--- src/design/page_table_walker_16k_core_macros.svh ---
// Assertion macros shared by the walker modules.
`ifndef PAGE_TABLE_WALKER_16K_CORE_MACROS_SVH
`define PAGE_TABLE_WALKER_16K_CORE_MACROS_SVH
// Check that a condition implies a consequence in the same cycle.
`define PTW_ASSERT_IMP(label, clk, rst_n, cond, cons) \
	label: assert property (@(posedge clk) disable iff (!rst_n) (cond) |-> (cons)) \
		else $error("assertion failed");
// Check that a condition implies a consequence in the next cycle.
`define PTW_ASSERT_NEXT(label, clk, rst_n, cond, cons) \
	label: assert property (@(posedge clk) disable iff (!rst_n) (cond) |=> (cons)) \
		else $error("assertion failed");
`endif

--- src/design/ptw16k_pkg.sv ---
// Package: constants, codes and types of the 16 KiB granule walker.
package ptw16k_pkg;
	localparam logic [63:0] ADDR_MASK = 64'h0000_FFFF_FFFF_C000;
	localparam int PAGE_SHIFT = 14;
	localparam logic [3:0] FSC_TRANS = 4'h4;
	localparam logic [3:0] FSC_AF = 4'h8;
	localparam logic [3:0] FSC_PERM = 4'hC;

	typedef enum logic [2:0] {
		ST_OK = 3'd0, ST_PHYS = 3'd1, ST_GRANULE = 3'd2, ST_ASIZE = 3'd3,
		ST_TRANS = 3'd4, ST_AF = 3'd5, ST_PERM = 3'd6
	} status_t;

	typedef enum logic [2:0] {
		REG_MMU = 3'd0, REG_TCR = 3'd1, REG_TTB0 = 3'd2, REG_TTB1 = 3'd3,
		REG_USER = 3'd4, REG_MEMSZ = 3'd5
	} reg_idx_t;

	localparam logic [1:0] ACC_WRITE = 2'd1;
	localparam logic [1:0] ACC_EXEC = 2'd2;

	// One word from front end to back end.
	typedef struct packed {
		logic        command;
		logic [63:0] va;
		logic [1:0]  access;
		logic [63:0] desc;
		logic        failed;
	} cmd_t;

	// One result word.
	typedef struct packed {
		logic        kind;
		logic [47:0] addr;
		status_t     status;
		logic [1:0]  level;
		logic [3:0]  code;
		logic [47:0] daddr;
		logic [63:0] desc;
		logic        is_write;
		logic        is_exec;
		logic [63:0] va;
	} res_t;

	// Start level from the region size (15..48 bits).
	function automatic logic [1:0] start_level(input logic [6:0] va_bits);
		logic [1:0] lv;
		if (va_bits <= 7'd25) lv = 2'd3;
		else if (va_bits <= 7'd36) lv = 2'd2;
		else if (va_bits <= 7'd47) lv = 2'd1;
		else lv = 2'd0;
		return lv;
	endfunction
endpackage

--- src/design/ptw16k_front.sv ---
// Front end: take command words and hold them in a two-entry queue.
module ptw16k_front (
	input  logic              clk,
	input  logic              arst_n,
	input  logic              in_valid,
	output logic              in_ready,
	input  ptw16k_pkg::cmd_t  in_cmd,
	output logic              q_valid,
	input  logic              q_ready,
	output ptw16k_pkg::cmd_t  q_cmd
);
	ptw16k_pkg::cmd_t ent_q [2];
	logic             rd_q, wr_q;
	logic [1:0]       cnt_q;
	logic             push, pop;

	assign in_ready = (cnt_q != 2'd2);
	assign q_valid = (cnt_q != 2'd0);
	assign q_cmd = ent_q[rd_q];
	assign push = in_valid && in_ready;
	assign pop = q_valid && q_ready;

	always_ff @(posedge clk or negedge arst_n) begin
		if (!arst_n) begin
			rd_q <= 1'b0;
			wr_q <= 1'b0;
			cnt_q <= 2'd0;
		end else begin
			if (push) wr_q <= ~wr_q;
			if (pop) rd_q <= ~rd_q;
			cnt_q <= cnt_q + {1'b0, push} - {1'b0, pop};
		end
	end

	always_ff @(posedge clk) begin
		if (push) ent_q[wr_q] <= in_cmd;
	end

	`include "page_table_walker_16k_core_macros.svh"
	`PTW_ASSERT_IMP(a_no_over, clk, arst_n, cnt_q == 2'd2, !in_ready)
	`PTW_ASSERT_NEXT(a_cnt_up, clk, arst_n, push && !pop, cnt_q == $past(cnt_q) + 2'd1)
	`PTW_ASSERT_IMP(a_cnt_max, clk, arst_n, 1'b1, cnt_q != 2'd3)
endmodule

--- src/design/ptw16k_back.sv ---
// Back end: walk state, one decision per word, registered result.
module ptw16k_back (
	input  logic              clk,
	input  logic              arst_n,
	input  logic              q_valid,
	output logic              q_ready,
	input  ptw16k_pkg::cmd_t  q_cmd,
	input  logic              mmu_enable,
	input  logic [63:0]       tcr,
	input  logic [63:0]       ttb0,
	input  logic [63:0]       ttb1,
	input  logic              user_mode,
	input  logic [48:0]       memory_size,
	output logic              out_valid,
	input  logic              out_ready,
	output ptw16k_pkg::res_t  out_res
);
	logic        busy_q;
	logic [1:0]  level_q, first_q, acc_q;
	logic [47:0] base_q, last_q;
	logic [63:0] pend_q;
	logic [5:0]  region_q;
	ptw16k_pkg::res_t res_q;
	logic        ov_q;

	// Combinational decision.
	logic        emit, go_busy, go_idle, is_read;
	logic [1:0]  n_level, n_first, n_acc;
	logic [47:0] n_base;
	logic [63:0] n_pend;
	logic [5:0]  n_region;
	ptw16k_pkg::res_t r;

	logic        upper;
	logic [5:0]  txsz;
	logic [6:0]  va_bits;
	logic [63:0] hmask, pa, omask;
	logic [5:0]  shift;
	logic [3:0]  ibits;
	logic [10:0] index;
	logic [1:0]  rl;
	logic [63:0] ra;
	logic [47:0] rb;
	logic [5:0]  rr;
	logic [1:0]  rf;
	logic        step;

	assign step = q_valid && (!ov_q || out_ready);
	assign q_ready = !ov_q || out_ready;

	always_comb begin
		emit = 1'b0; go_busy = 1'b0; go_idle = 1'b0; is_read = 1'b0;
		n_level = level_q; n_first = first_q; n_acc = acc_q; n_base = base_q;
		n_pend = pend_q; n_region = region_q;
		r = '0;
		upper = q_cmd.va[63];
		txsz = upper ? tcr[21:16] : tcr[5:0];
		va_bits = 7'd64 - {1'b0, txsz};
		hmask = ~((64'd1 << va_bits[5:0]) - 64'd1);
		if (va_bits[6]) hmask = '0;
		omask = '0; pa = '0;
		if (!q_cmd.command) begin
			if (!busy_q) begin
				emit = 1'b1;
				r.kind = 1'b1;
				r.is_write = (q_cmd.access == ptw16k_pkg::ACC_WRITE);
				r.is_exec = (q_cmd.access == ptw16k_pkg::ACC_EXEC);
				r.va = q_cmd.va;
				if (!mmu_enable) begin
					if ({15'd0, q_cmd.va[48:0]} != q_cmd.va ||
							q_cmd.va[48:0] >= memory_size)
						r.status = ptw16k_pkg::ST_PHYS;
					else begin
						r = '0; r.kind = 1'b1; r.addr = q_cmd.va[47:0];
					end
				end else if ((!upper && tcr[15:14] != 2'd2) ||
						(upper && tcr[31:30] != 2'd1))
					r.status = ptw16k_pkg::ST_GRANULE;
				else if (va_bits < 7'd15 || va_bits > 7'd48)
					r.status = ptw16k_pkg::ST_ASIZE;
				else if (upper ? ((q_cmd.va & hmask) != hmask)
						: ((q_cmd.va & hmask) != 64'd0))
					r.status = ptw16k_pkg::ST_ASIZE;
				else begin
					go_busy = 1'b1; is_read = 1'b1;
					n_pend = q_cmd.va; n_acc = q_cmd.access;
					n_region = va_bits[5:0];
					n_first = ptw16k_pkg::start_level(va_bits);
					n_level = n_first;
					n_base = upper ? ttb1[47:0] & ptw16k_pkg::ADDR_MASK[47:0]
						: ttb0[47:0] & ptw16k_pkg::ADDR_MASK[47:0];
				end
			end
		end else if (busy_q) begin
			emit = 1'b1;
			r.kind = 1'b1; r.level = level_q; r.daddr = last_q;
			r.desc = q_cmd.desc; r.va = pend_q;
			r.is_write = (acc_q == ptw16k_pkg::ACC_WRITE);
			r.is_exec = (acc_q == ptw16k_pkg::ACC_EXEC);
			go_idle = 1'b1;
			omask = (64'd1 << (6'd14 + 6'd11 * {4'd0, 2'd3 - level_q})) - 64'd1;
			pa = (q_cmd.desc & ptw16k_pkg::ADDR_MASK & ~omask) | (pend_q & omask);
			if (q_cmd.failed) begin
				r.status = ptw16k_pkg::ST_PHYS;
				r.code = ptw16k_pkg::FSC_TRANS + {2'd0, level_q}; r.desc = '0;
			end else if (!q_cmd.desc[0]) begin
				r.status = ptw16k_pkg::ST_TRANS;
				r.code = ptw16k_pkg::FSC_TRANS + {2'd0, level_q};
			end else if (level_q != 2'd3 && q_cmd.desc[1]) begin
				go_idle = 1'b0; is_read = 1'b1;
				n_base = q_cmd.desc[47:0] & ptw16k_pkg::ADDR_MASK[47:0];
				n_level = level_q + 2'd1;
			end else if ((level_q == 2'd0 || level_q == 2'd3) && !q_cmd.desc[1]) begin
				r.status = ptw16k_pkg::ST_TRANS;
				r.code = ptw16k_pkg::FSC_TRANS + {2'd0, level_q};
			end else if (!q_cmd.desc[10]) begin
				r.status = ptw16k_pkg::ST_AF;
				r.code = ptw16k_pkg::FSC_AF + {2'd0, level_q};
			end else if ((acc_q == ptw16k_pkg::ACC_WRITE && q_cmd.desc[7]) ||
					(acc_q == ptw16k_pkg::ACC_EXEC &&
					(user_mode ? q_cmd.desc[54] : q_cmd.desc[53]))) begin
				r.status = ptw16k_pkg::ST_PERM;
				r.code = ptw16k_pkg::FSC_PERM + {2'd0, level_q};
			end else if ({15'd0, pa[48:0]} != pa || pa[48:0] >= memory_size) begin
				r.status = ptw16k_pkg::ST_PHYS;
				r.code = ptw16k_pkg::FSC_TRANS + {2'd0, level_q};
			end else begin
				r = '0; r.kind = 1'b1; r.addr = pa[47:0];
			end
		end
		// Descriptor read address for the new level.
		rl = n_level; ra = n_pend; rb = n_base; rr = n_region; rf = n_first;
		shift = 6'd14 + 6'd11 * {4'd0, 2'd3 - rl};
		ibits = 4'd11;
		if (rl == rf && rr > shift && (rr - shift) < 6'd11) ibits = 4'(rr - shift);
		index = 11'(ra >> shift) & 11'((12'd1 << ibits) - 12'd1);
		if (is_read) begin
			r = '0;
			r.addr = rb + {34'd0, index, 3'd0};
		end
	end

	always_ff @(posedge clk or negedge arst_n) begin
		if (!arst_n) begin
			busy_q <= 1'b0; level_q <= '0; first_q <= '0; acc_q <= '0;
			base_q <= '0; pend_q <= '0; region_q <= '0; last_q <= '0;
			ov_q <= 1'b0;
		end else begin
			if (out_ready) ov_q <= 1'b0;
			if (step) begin
				if (emit) ov_q <= 1'b1;
				if (go_busy) busy_q <= 1'b1;
				if (go_idle) busy_q <= 1'b0;
				level_q <= n_level; first_q <= n_first; acc_q <= n_acc;
				base_q <= n_base; pend_q <= n_pend; region_q <= n_region;
				if (is_read) last_q <= r.addr;
			end
		end
	end

	always_ff @(posedge clk) begin
		if (step && emit) res_q <= r;
	end

	assign out_valid = ov_q;
	assign out_res = res_q;

	`include "page_table_walker_16k_core_macros.svh"
	`PTW_ASSERT_NEXT(a_hold, clk, arst_n, ov_q && !out_ready, ov_q)
	`PTW_ASSERT_IMP(a_read_busy, clk, arst_n, step && is_read, emit)
	`PTW_ASSERT_NEXT(a_busy_read, clk, arst_n, step && go_busy, busy_q && !res_q.kind)
endmodule

--- src/design/page_table_walker_16k_core.sv ---
// Top level: 16 KiB granule stage-1 walker with config registers.
// A command word taken into the two-word input queue is decided in the back end, whose
// result word is registered and held until out_ready; each word is one decision there.
// Throughput: one command word per cycle while a result held by out_ready does not stall.
// Reset (arst_n low): config registers clear, walker goes idle, queue and output empty.
module page_table_walker_16k_core (
	input  logic        clk,
	input  logic        arst_n,
	input  logic        cfg_valid,
	output logic        cfg_ready,
	input  logic [2:0]  cfg_index,
	input  logic [63:0] cfg_data,
	input  logic        in_valid,
	output logic        in_ready,
	input  logic        command,
	input  logic [63:0] vaddr,
	input  logic [1:0]  access_kind,
	input  logic [63:0] read_data,
	input  logic        read_failed,
	output logic        out_valid,
	input  logic        out_ready,
	output logic        result_kind,
	output logic [47:0] out_address,
	output logic [2:0]  status,
	output logic [1:0]  fault_level,
	output logic [3:0]  fault_code,
	output logic [47:0] fault_descriptor_address,
	output logic [63:0] fault_descriptor,
	output logic        fault_is_write,
	output logic        fault_is_execute,
	output logic [63:0] fault_virtual_address
);
	// Config registers, written whenever a word arrives.
	logic        mmu_q, user_q;
	logic [63:0] tcr_q, ttb0_q, ttb1_q;
	logic [48:0] msz_q;

	assign cfg_ready = 1'b1;

	always_ff @(posedge clk or negedge arst_n) begin
		if (!arst_n) begin
			mmu_q <= 1'b0; user_q <= 1'b0; tcr_q <= '0; ttb0_q <= '0;
			ttb1_q <= '0; msz_q <= '0;
		end else if (cfg_valid) begin
			case (cfg_index)
				ptw16k_pkg::REG_MMU: mmu_q <= cfg_data[0];
				ptw16k_pkg::REG_TCR: tcr_q <= cfg_data;
				ptw16k_pkg::REG_TTB0: ttb0_q <= cfg_data;
				ptw16k_pkg::REG_TTB1: ttb1_q <= cfg_data;
				ptw16k_pkg::REG_USER: user_q <= cfg_data[0];
				ptw16k_pkg::REG_MEMSZ: msz_q <= cfg_data[48:0];
				default: ;
			endcase
		end
	end

	ptw16k_pkg::cmd_t in_cmd, q_cmd;
	ptw16k_pkg::res_t res;
	logic q_valid, q_ready;

	// Pack the input word.
	assign in_cmd = '{command: command, va: vaddr, access: access_kind,
		desc: read_data, failed: read_failed};

	ptw16k_front u_front (
		.clk(clk), .arst_n(arst_n), .in_valid(in_valid), .in_ready(in_ready),
		.in_cmd(in_cmd), .q_valid(q_valid), .q_ready(q_ready), .q_cmd(q_cmd)
	);

	ptw16k_back u_back (
		.clk(clk), .arst_n(arst_n), .q_valid(q_valid), .q_ready(q_ready),
		.q_cmd(q_cmd), .mmu_enable(mmu_q), .tcr(tcr_q), .ttb0(ttb0_q),
		.ttb1(ttb1_q), .user_mode(user_q), .memory_size(msz_q),
		.out_valid(out_valid), .out_ready(out_ready), .out_res(res)
	);

	// Unpack the result word.
	assign result_kind = res.kind;
	assign out_address = res.addr;
	assign status = res.status;
	assign fault_level = res.level;
	assign fault_code = res.code;
	assign fault_descriptor_address = res.daddr;
	assign fault_descriptor = res.desc;
	assign fault_is_write = res.is_write;
	assign fault_is_execute = res.is_exec;
	assign fault_virtual_address = res.va;
endmodule
--- config.mk ---
export PLATFORM = sky130hd
export DESIGN_NAME = page_table_walker_16k_core
export DESIGN_NICKNAME = d
export VERILOG_FILES = /design/src/design/ptw16k_pkg.sv /design/src/design/ptw16k_front.sv /design/src/design/ptw16k_back.sv /design/src/design/page_table_walker_16k_core.sv
export VERILOG_INCLUDE_DIRS = /design/src /design/src/design
export SDC_FILE = /design/constraint.sdc
export NUM_CORES = 1
export LEC_CHECK = 0
export BUFFER_PORTS_ARGS = -buffer_cell sky130_fd_sc_hd__clkbuf_2
export CORE_ASPECT_RATIO = 1.1
export CORE_MARGIN = 2
export CORE_UTILIZATION = 26
export DETAILED_ROUTE_END_ITERATION = 8
export PLACE_DENSITY = 0.44
export SLEW_MARGIN = 15
export SYNTH_ARGS = -nofsm -noshare
export SYNTH_HDL_FRONTEND = slang
export SYNTH_SLANG_ARGS = --single-unit
--- constraint.sdc ---
create_clock -name clk -period 32.4 [get_ports clk]
set_clock_uncertainty 0.15 [all_clocks]
set_input_delay 1.62 -clock clk [delete_from_list [all_inputs] [get_ports clk]]
set_output_delay 1.62 -clock clk [all_outputs]
set_load 0.005 [all_outputs]
==> flow_summary_export.csv, run 1 <==
group,metric,value,unit
pwr,vdd_ir_drop_max,0.05182,mV
placement,port_buffers,426,
floorplan,fp.dieH,447.0,um
routing,drtAntennaViolNets,0,
timing,hold_violations,0,
logic_synthesis,syn-cell-area,46390,um^2
clock_tree,ctsHtreeMaxLevel,3,
placement,place_ws,12.89,ns
timing,rsz0062_at_grt,"false",
global_route,track_usage,24.07,%
pwr,powerDensity,88.67,nW/um^2
run,drv_cap,0,
pwr,seq_power_share,30.7,%
routing,drtIter0Drc,3357,
setup_path,cp_slowest_cell,"nor4_1",
logic_synthesis,synth_most_common_cell,"edfxtp_1",
routing,first_pass_iters,6,
min_path,hold_class,"flip-flop to flip-flop",
setup_path,cp-start-kind,"flip-flop",
floorplan,die_area,181800,um^2
floorplan,core,177200,um^2
routing,wl_per_cell,31.19,um
logic_synthesis,yosysWarnings,0,
routing,drc,0,
floorplan,die_w,406.8,um
logic_synthesis,syn_avg_cell_area,10.79,um^2
clock_tree,cts_resized,0,
floorplan,rows,162,
min_path,whs_endpoint,"u_back.last_q[10]",
layout,drive_above_1_share,22.87,%
setup_path,critPathKind,"flip-flop to flip-flop",
setup_path,required,32.70,ns
layout,area_growth,18.13,%
timing,slew_headroom,15.72,%
routing,vias_per_cell,5.345,
routing,num_vias,38230,
timing,setup_violations,0,
pwr,p_leak,22.49,nW
timing,finalWorstSetupSlack,12.51,ns
setup_path,r2r_slack,12.51,ns
logic_synthesis,yosysSeqAreaShare,49.08,%
clock_tree,insertion_delay,0.78,ns
layout,fillCellCount,18380,
timing,period_needed,19.89,ns
setup_path,crit_fanout,58,
logic_synthesis,synthArstFlopShare,38.27,%
timing,tns,0,ns
logic_synthesis,synthCells,4300,
setup_path,critical-path-top-delay-family,"simple AND/OR/NAND/NOR gates",
pwr,p_int,2.711,mW
global_route,grt_pass1_wl,305400,um
logic_synthesis,ys_ff_latch,810,
min_path,min_from,"u_back.last_q[10]",
setup_path,r2r-start,"u_front.rd_q",
clock_tree,cts_tree,"built",
layout,instances_no_fill,7152,
placement,gp_congestion,0.9843,
setup_path,r2r_cells,60,
clock_tree,clkSlewWorstSetupHoldPaths,0.06,ns
timing,drv_slew,0,
floorplan,start_util,26.19,%
clock_tree,cts_root_buf,"clkbuf_16",
placement,dp_hpwl,167400,um
clock_tree,clk_path_buf_depth,3,
global_route,grt_max_degree,109,
setup_path,end_kind,"flip-flop",
timing,fin_crit_sh,61.39,%
setup_path,cp.arrival,20.19,ns
global_route,grt_pass1_vias,37040,
setup_path,cpPeakStageDelay,0.91,ns
pwr,pwr-share-clk,23.1,%
setup_path,critPathBufInv,9,
pwr,switching_power,2.148,mW
pwr,power_frac_comb,46.3,%
global_route,antenna_found_initial,26,
clock_tree,cts_num_sinks,810,
global_route,overflow,0,
clock_tree,cts_hold_buffers,0,
logic_synthesis,yosysUniqueCellTypes,120,
placement,dp.cells,6970,
clock_tree,postCtsSetupBuffers,0,
setup_path,cp-startpoint,"u_front.rd_q",
logic_synthesis,synth_flop_cell,"edfxtp_1",
clock_tree,cts_buffers,93,
logic_synthesis,synth_top_area_share,32.36,%
logic_synthesis,synth_edf_count,500,
timing,clock.fmax,50.28,MHz
floorplan,ios,443,
pwr,swShare,44.21,%
setup_path,r2r-end,"u_back.out_res[214]",
logic_synthesis,synth_common_cells,"500 x edfxtp_1, 389 x nor2_1, 387 x nand2_1",
routing,finalWirelength,223100,um
layout,nNetsFinal,5030,
timing,worst_slew_pin_slew,1.232,ns
logic_synthesis,synth_top_cell_by_area,"edfxtp_1",
logic_synthesis,synth_area_leaders,"edfxtp_1 32%, dfrtp_1 17%, mux2_2 5.7%",
min_path,hold_path_depth,2,
status,status,"finished clean",
placed cells by master (no fill, tap or decap), types with 43 or more instances in the layout:
| cell | n |
|---|---|
| edfxtp_1 | 500 |
| clkbuf_2 | 425 |
| nand2_1 | 384 |
| nor2_1 | 379 |
| dfrtp_1 | 309 |
| mux2i_1 | 239 |
| mux2_2 | 233 |
| o21ai_0 | 211 |
| a21oi_1 | 146 |
| buf_4 | 139 |
| ha_1 | 137 |
| inv_1 | 130 |
| a22oi_1 | 107 |
| clkbuf_16 | 95 |
| nor3_1 | 90 |
| nand3_1 | 85 |
| and3_1 | 82 |
| nand4_1 | 64 |
| xnor2_1 | 53 |
| o211ai_1 | 52 |
| a21o_1 | 46 |
| nor4_1 | 43 |
| a31oi_1 | 43 |
registers in the layout, summed over array words and instances (netlist names), 16 cells and up:
| signal | flops |
|---|---|
| ttb1_q | 34 |
| ttb0_q | 34 |
| msz_q | 49 |
| u_back.out_res | 236 |
| u_front.ent_q | 264 |
| u_back.last_q | 48 |
| tcr_q | 16 |
| u_back.pend_q | 64 |
| u_back.base_q | 45 |
per-stage QoR:
stage	utilization [%]	area [um^2]	hold WS, ns	power (mW)
2_1_floorplan	-	46400	0.2875	2.697
3_3_place_gp	29.07	51510	0.3069	3.731
3_5_place_dp	29.09	51530	0.3066	3.730
4_1_cts	30.93	54790	0.3200	4.871
5_1_grt	30.93	54790	0.3358	5.052
6_report	30.94	54810	0.3181	4.860
worst max path at each step:
stage	end	slack, ns	cells after the start
global placement	u_back.out_res[232]	13.00	60
floorplan	u_back.out_res[224]	17.29	71
finish	u_back.out_res[214]	12.51	60
global route	u_back.out_res[214]	11.78	60
detailed placement	u_back.out_res[225]	12.89	61
CTS	u_back.out_res[214]	12.87	60
final cells by class:
cell class              instances  area (um^2)  area share (%)
well taps                    2378         2975           5.429
multi-input cells            3078        22030           40.20
clock inverters                46        651.9           1.189
inverters                     137        519.2          0.9474
flip-flops and latches        810        22780           41.56
clock buffers                 128         2601           4.746
repair buffers                567         3233           5.899
diodes                          8        20.02         0.03653
power groups by stage:
stage | clock, mW | combinational (mW) | sequential, mW
final | 1.12 | 2.25 | 1.49
after global routing | 1.19 | 2.35 | 1.51
after CTS | 1.15 | 2.23 | 1.49
after detailed placement | 0 | 2.22 | 1.51
after global placement | 0 | 2.22 | 1.51
after floorplan | 0 | 1.15 | 1.55
kinds of logic (layout without fill, tap and decap cells):
logic type,count (synthesis),count (layout),synth area share [%]
AO/OA/AOI/OAI,961,961,14.39
XOR/XNOR,78,78,1.513
adder cells (fa/ha/maj),139,139,3.781
buffers and inverters,414,878,3.789
flip-flops,810,810,49.08
multiplexers,512,512,12.64
other,1,11,0.008083
AND/OR/NAND/NOR,1385,1385,14.79
worst min-delay path, cell delays in order, from the launching register on:
cell     delay [ns]
dfrtp_1        0.33
nand2_1        0.05
nand2_1        0.05
metal layers:
metal / global-route usage (%) / routed length, um / vias to the layer above
met2: 40.21 / 107600 / 1481
met1: 30.54 / 91910 / 19340
met3: 3.580 / 12830 / 359
met5: 0 / 100 / -
met4: 11.07 / 10660 / 14
li1: - / - / 17030
(Power assumes the default switching activity.)
==> inputs of run 2 (changes only) <==
clock period = 18.6 ns   (was 32.4 ns; I/O delays follow)
==> run 2 against run 1 <==
The flow now finishes with violations (DRC). Setup slack got worse by 10 ns. Final cell count rose by 0.76%. Highest routed layer unchanged. Via count grew 1.2%. Combinational power grew 73%. Hold slack got worse by 0.27 ns. Non-clock buffer count grew 43. Critical endpoint is now u_back.out_res[232]. Critical path type unchanged. Maximum frequency is 21% higher. Count of clock-buffer cells in the layout increased by 6. Register-to-register slack got worse by 10 ns. Largest power group unchanged. Cell area is 0.46% higher. First-iteration DRC count increased by 3.1%.
==> flow_summary_export.csv, run 2 (same netlist as run 1, synthesis figures left out) <==
group,metric,value,unit
timing,slew_headroom,19.08,%
global_route,track_usage,24.35,%
placement,port_buffers,426,
clock_tree,cts_num_sinks,810,
status,status,"finished, violations left",
layout,instances_no_fill,7206,
timing,finalWorstSetupSlack,2.101,ns
floorplan,die_w,406.8,um
setup_path,r2r-end,"u_back.out_res[232]",
layout,final_common_cell,"edfxtp_1",
placement,gp_congestion,0.9727,
clock_tree,cts_tree,"built",
global_route,antenna_found_initial,27,
layout,drive_above_1_share,23.61,%
global_route,overflow,0,
clock_tree,cts_resized,0,
layout,nNetsFinal,5075,
timing,drv_slew,0,
routing,vias_per_cell,5.369,
floorplan,rows,162,
layout,area_growth,18.68,%
timing,fin_crit_sh,88.70,%
floorplan,core,177200,um^2
setup_path,cpPeakStageDelay,0.90,ns
clock_tree,clk_path_buf_depth,3,
layout,multi_input_area,22030,um^2
floorplan,die_area,181800,um^2
setup_path,r2r_slack,2.10,ns
clock_tree,cts_hold_buffers,0,
pwr,swShare,44.70,%
setup_path,r2r_cells,57,
pwr,finalPower,8.403,mW
layout,regArea,22780,um^2
setup_path,cp-startpoint,"u_front.rd_q",
setup_path,crit_path_end,"u_back.out_res[232]",
clock_tree,postCtsSetupBuffers,0,
routing,drtIter0Drc,3462,
timing,tns,0,ns
placement,dp_hpwl,169500,um
global_route,grt_pass1_wl,309400,um
placement,place_ws,2.295,ns
placement,dp.cells,7013,
clock_tree,ctsHtreeMaxLevel,3,
routing,drtAntennaViolNets,0,
floorplan,ios,443,
timing,worst_slew_pin_slew,1.180,ns
setup_path,crit_fanout,67,
min_path,hold_class,"input port to async pin",
setup_path,critPathKind,"flip-flop to flip-flop",
pwr,vdd_ir_drop_max,0.09762,mV
clock_tree,cts_buffers,95,
pwr,p_int,4.647,mW
layout,fillCellCount,18400,
clock_tree,clkSlewWorstSetupHoldPaths,0.06,ns
layout,fin_util,31.08,%
setup_path,cp.arrival,16.83,ns
clock_tree,cts_root_buf,"clkbuf_16",
timing,period_needed,16.50,ns
timing,rsz0062_at_grt,"false",
routing,wl_per_cell,31.37,um
setup_path,r2r-start,"u_front.rd_q",
setup_path,required,18.93,ns
routing,drc,4,
layout,mostFrequentLayoutCells,"500 x edfxtp_1, 425 x clkbuf_2, 384 x nand2_1",
timing,clock.fmax,60.61,MHz
run,drv_cap,0,
global_route,grt_max_degree,112,
pwr,pwr-share-clk,22.7,%
pwr,powerDensity,152.6,nW/um^2
setup_path,end_kind,"flip-flop",
pwr,switching_power,3.756,mW
setup_path,cp_slowest_cell,"nor4_2",
clock_tree,insertion_delay,0.80,ns
layout,largest_reg_flops,264,
floorplan,fp.dieH,447.0,um
setup_path,cp-start-kind,"flip-flop",
floorplan,start_util,26.19,%
timing,setup_violations,0,
pwr,seq_power_share,30.9,%
pwr,power_frac_comb,46.3,%
status,violations,"DRC",
routing,finalWirelength,226100,um
routing,first_pass_iters,9,
pwr,p_leak,22.66,nW
timing,hold_violations,0,
global_route,grt_pass1_vias,37470,
routing,num_vias,38690,
layout,top_register,"u_front.ent_q",
-- run 2: changes by cell type in the layout (fill, tap and decap cells not counted), sizes merged --
cell      change
clkbuf        +6
clkinvlp      +3
diode         +5
buf          +43
inv           +2
bufinv        -5
-- run 2: stage by stage --
stage,hold WS [ns],cell area [um^2]
floorplan,0.2875,46400
global placement,0.3023,51850
detailed placement,0.3077,51850
CTS,0.08253,55030
global route,0.1263,55040
finish,0.04659,55060
-- run 2: worst min-delay path by stage --
stage                                  from                end  depth (start not counted)
after floorplan           u_back.last_q[10]  u_back.last_q[10]                          2
after global placement     u_back.last_q[6]   u_back.last_q[6]                          2
after detailed placement  u_back.last_q[39]  u_back.last_q[39]                          2
after CTS                            arst_n  u_back.pend_q[51]                          1
after global routing                 arst_n  u_back.pend_q[62]                          1
final                                arst_n  u_back.pend_q[62]                          1
-- run 2: area by class of cell --
cell class | count | share of cell area [%]
antenna | 13 | 0.05908
clock buffer | 134 | 4.749
clock inverter | 46 | 1.023
inverter | 137 | 0.9431
multi-input combinational | 3078 | 40.01
sequential | 810 | 41.37
tap | 2378 | 5.404
timing repair buffer | 610 | 6.445
-- run 2: routing by layer --
metal | vias up | global-route usage [%] | share of wire, %
li1 | 17120 | - | -
met1 | 19550 | 30.68 | 41
met2 | 1585 | 40.20 | 48
met3 | 412 | 3.627 | 5.8
met4 | 18 | 12.72 | 5.5
met5 | - | 0 | 0.042
-- run 2: power groups by stage --
stage / clock network [mW] / registers [mW] / logic [mW]
2_1_floorplan: 0 / 2.70 / 2.00
3_3_place_gp: 0 / 2.63 / 3.86
3_5_place_dp: 0 / 2.64 / 3.84
4_1_cts: 1.96 / 2.61 / 3.85
5_1_grt: 2.03 / 2.64 / 4.07
6_report: 1.91 / 2.60 / 3.89
-- run 2: worst max-delay path, delay by kind of cell (launching register included) --
kind | cells | cell delay (ns)
adders and majority gates | 6 | 2.76
AOI/OAI and AO/OA | 18 | 3.26
xor gates and xnor gates | 2 | 0.39
muxes | 2 | 0.89
DFF | 1 | 0.55
buffers and inverters | 9 | 2.02
and+or+nand+nor | 20 | 6.11
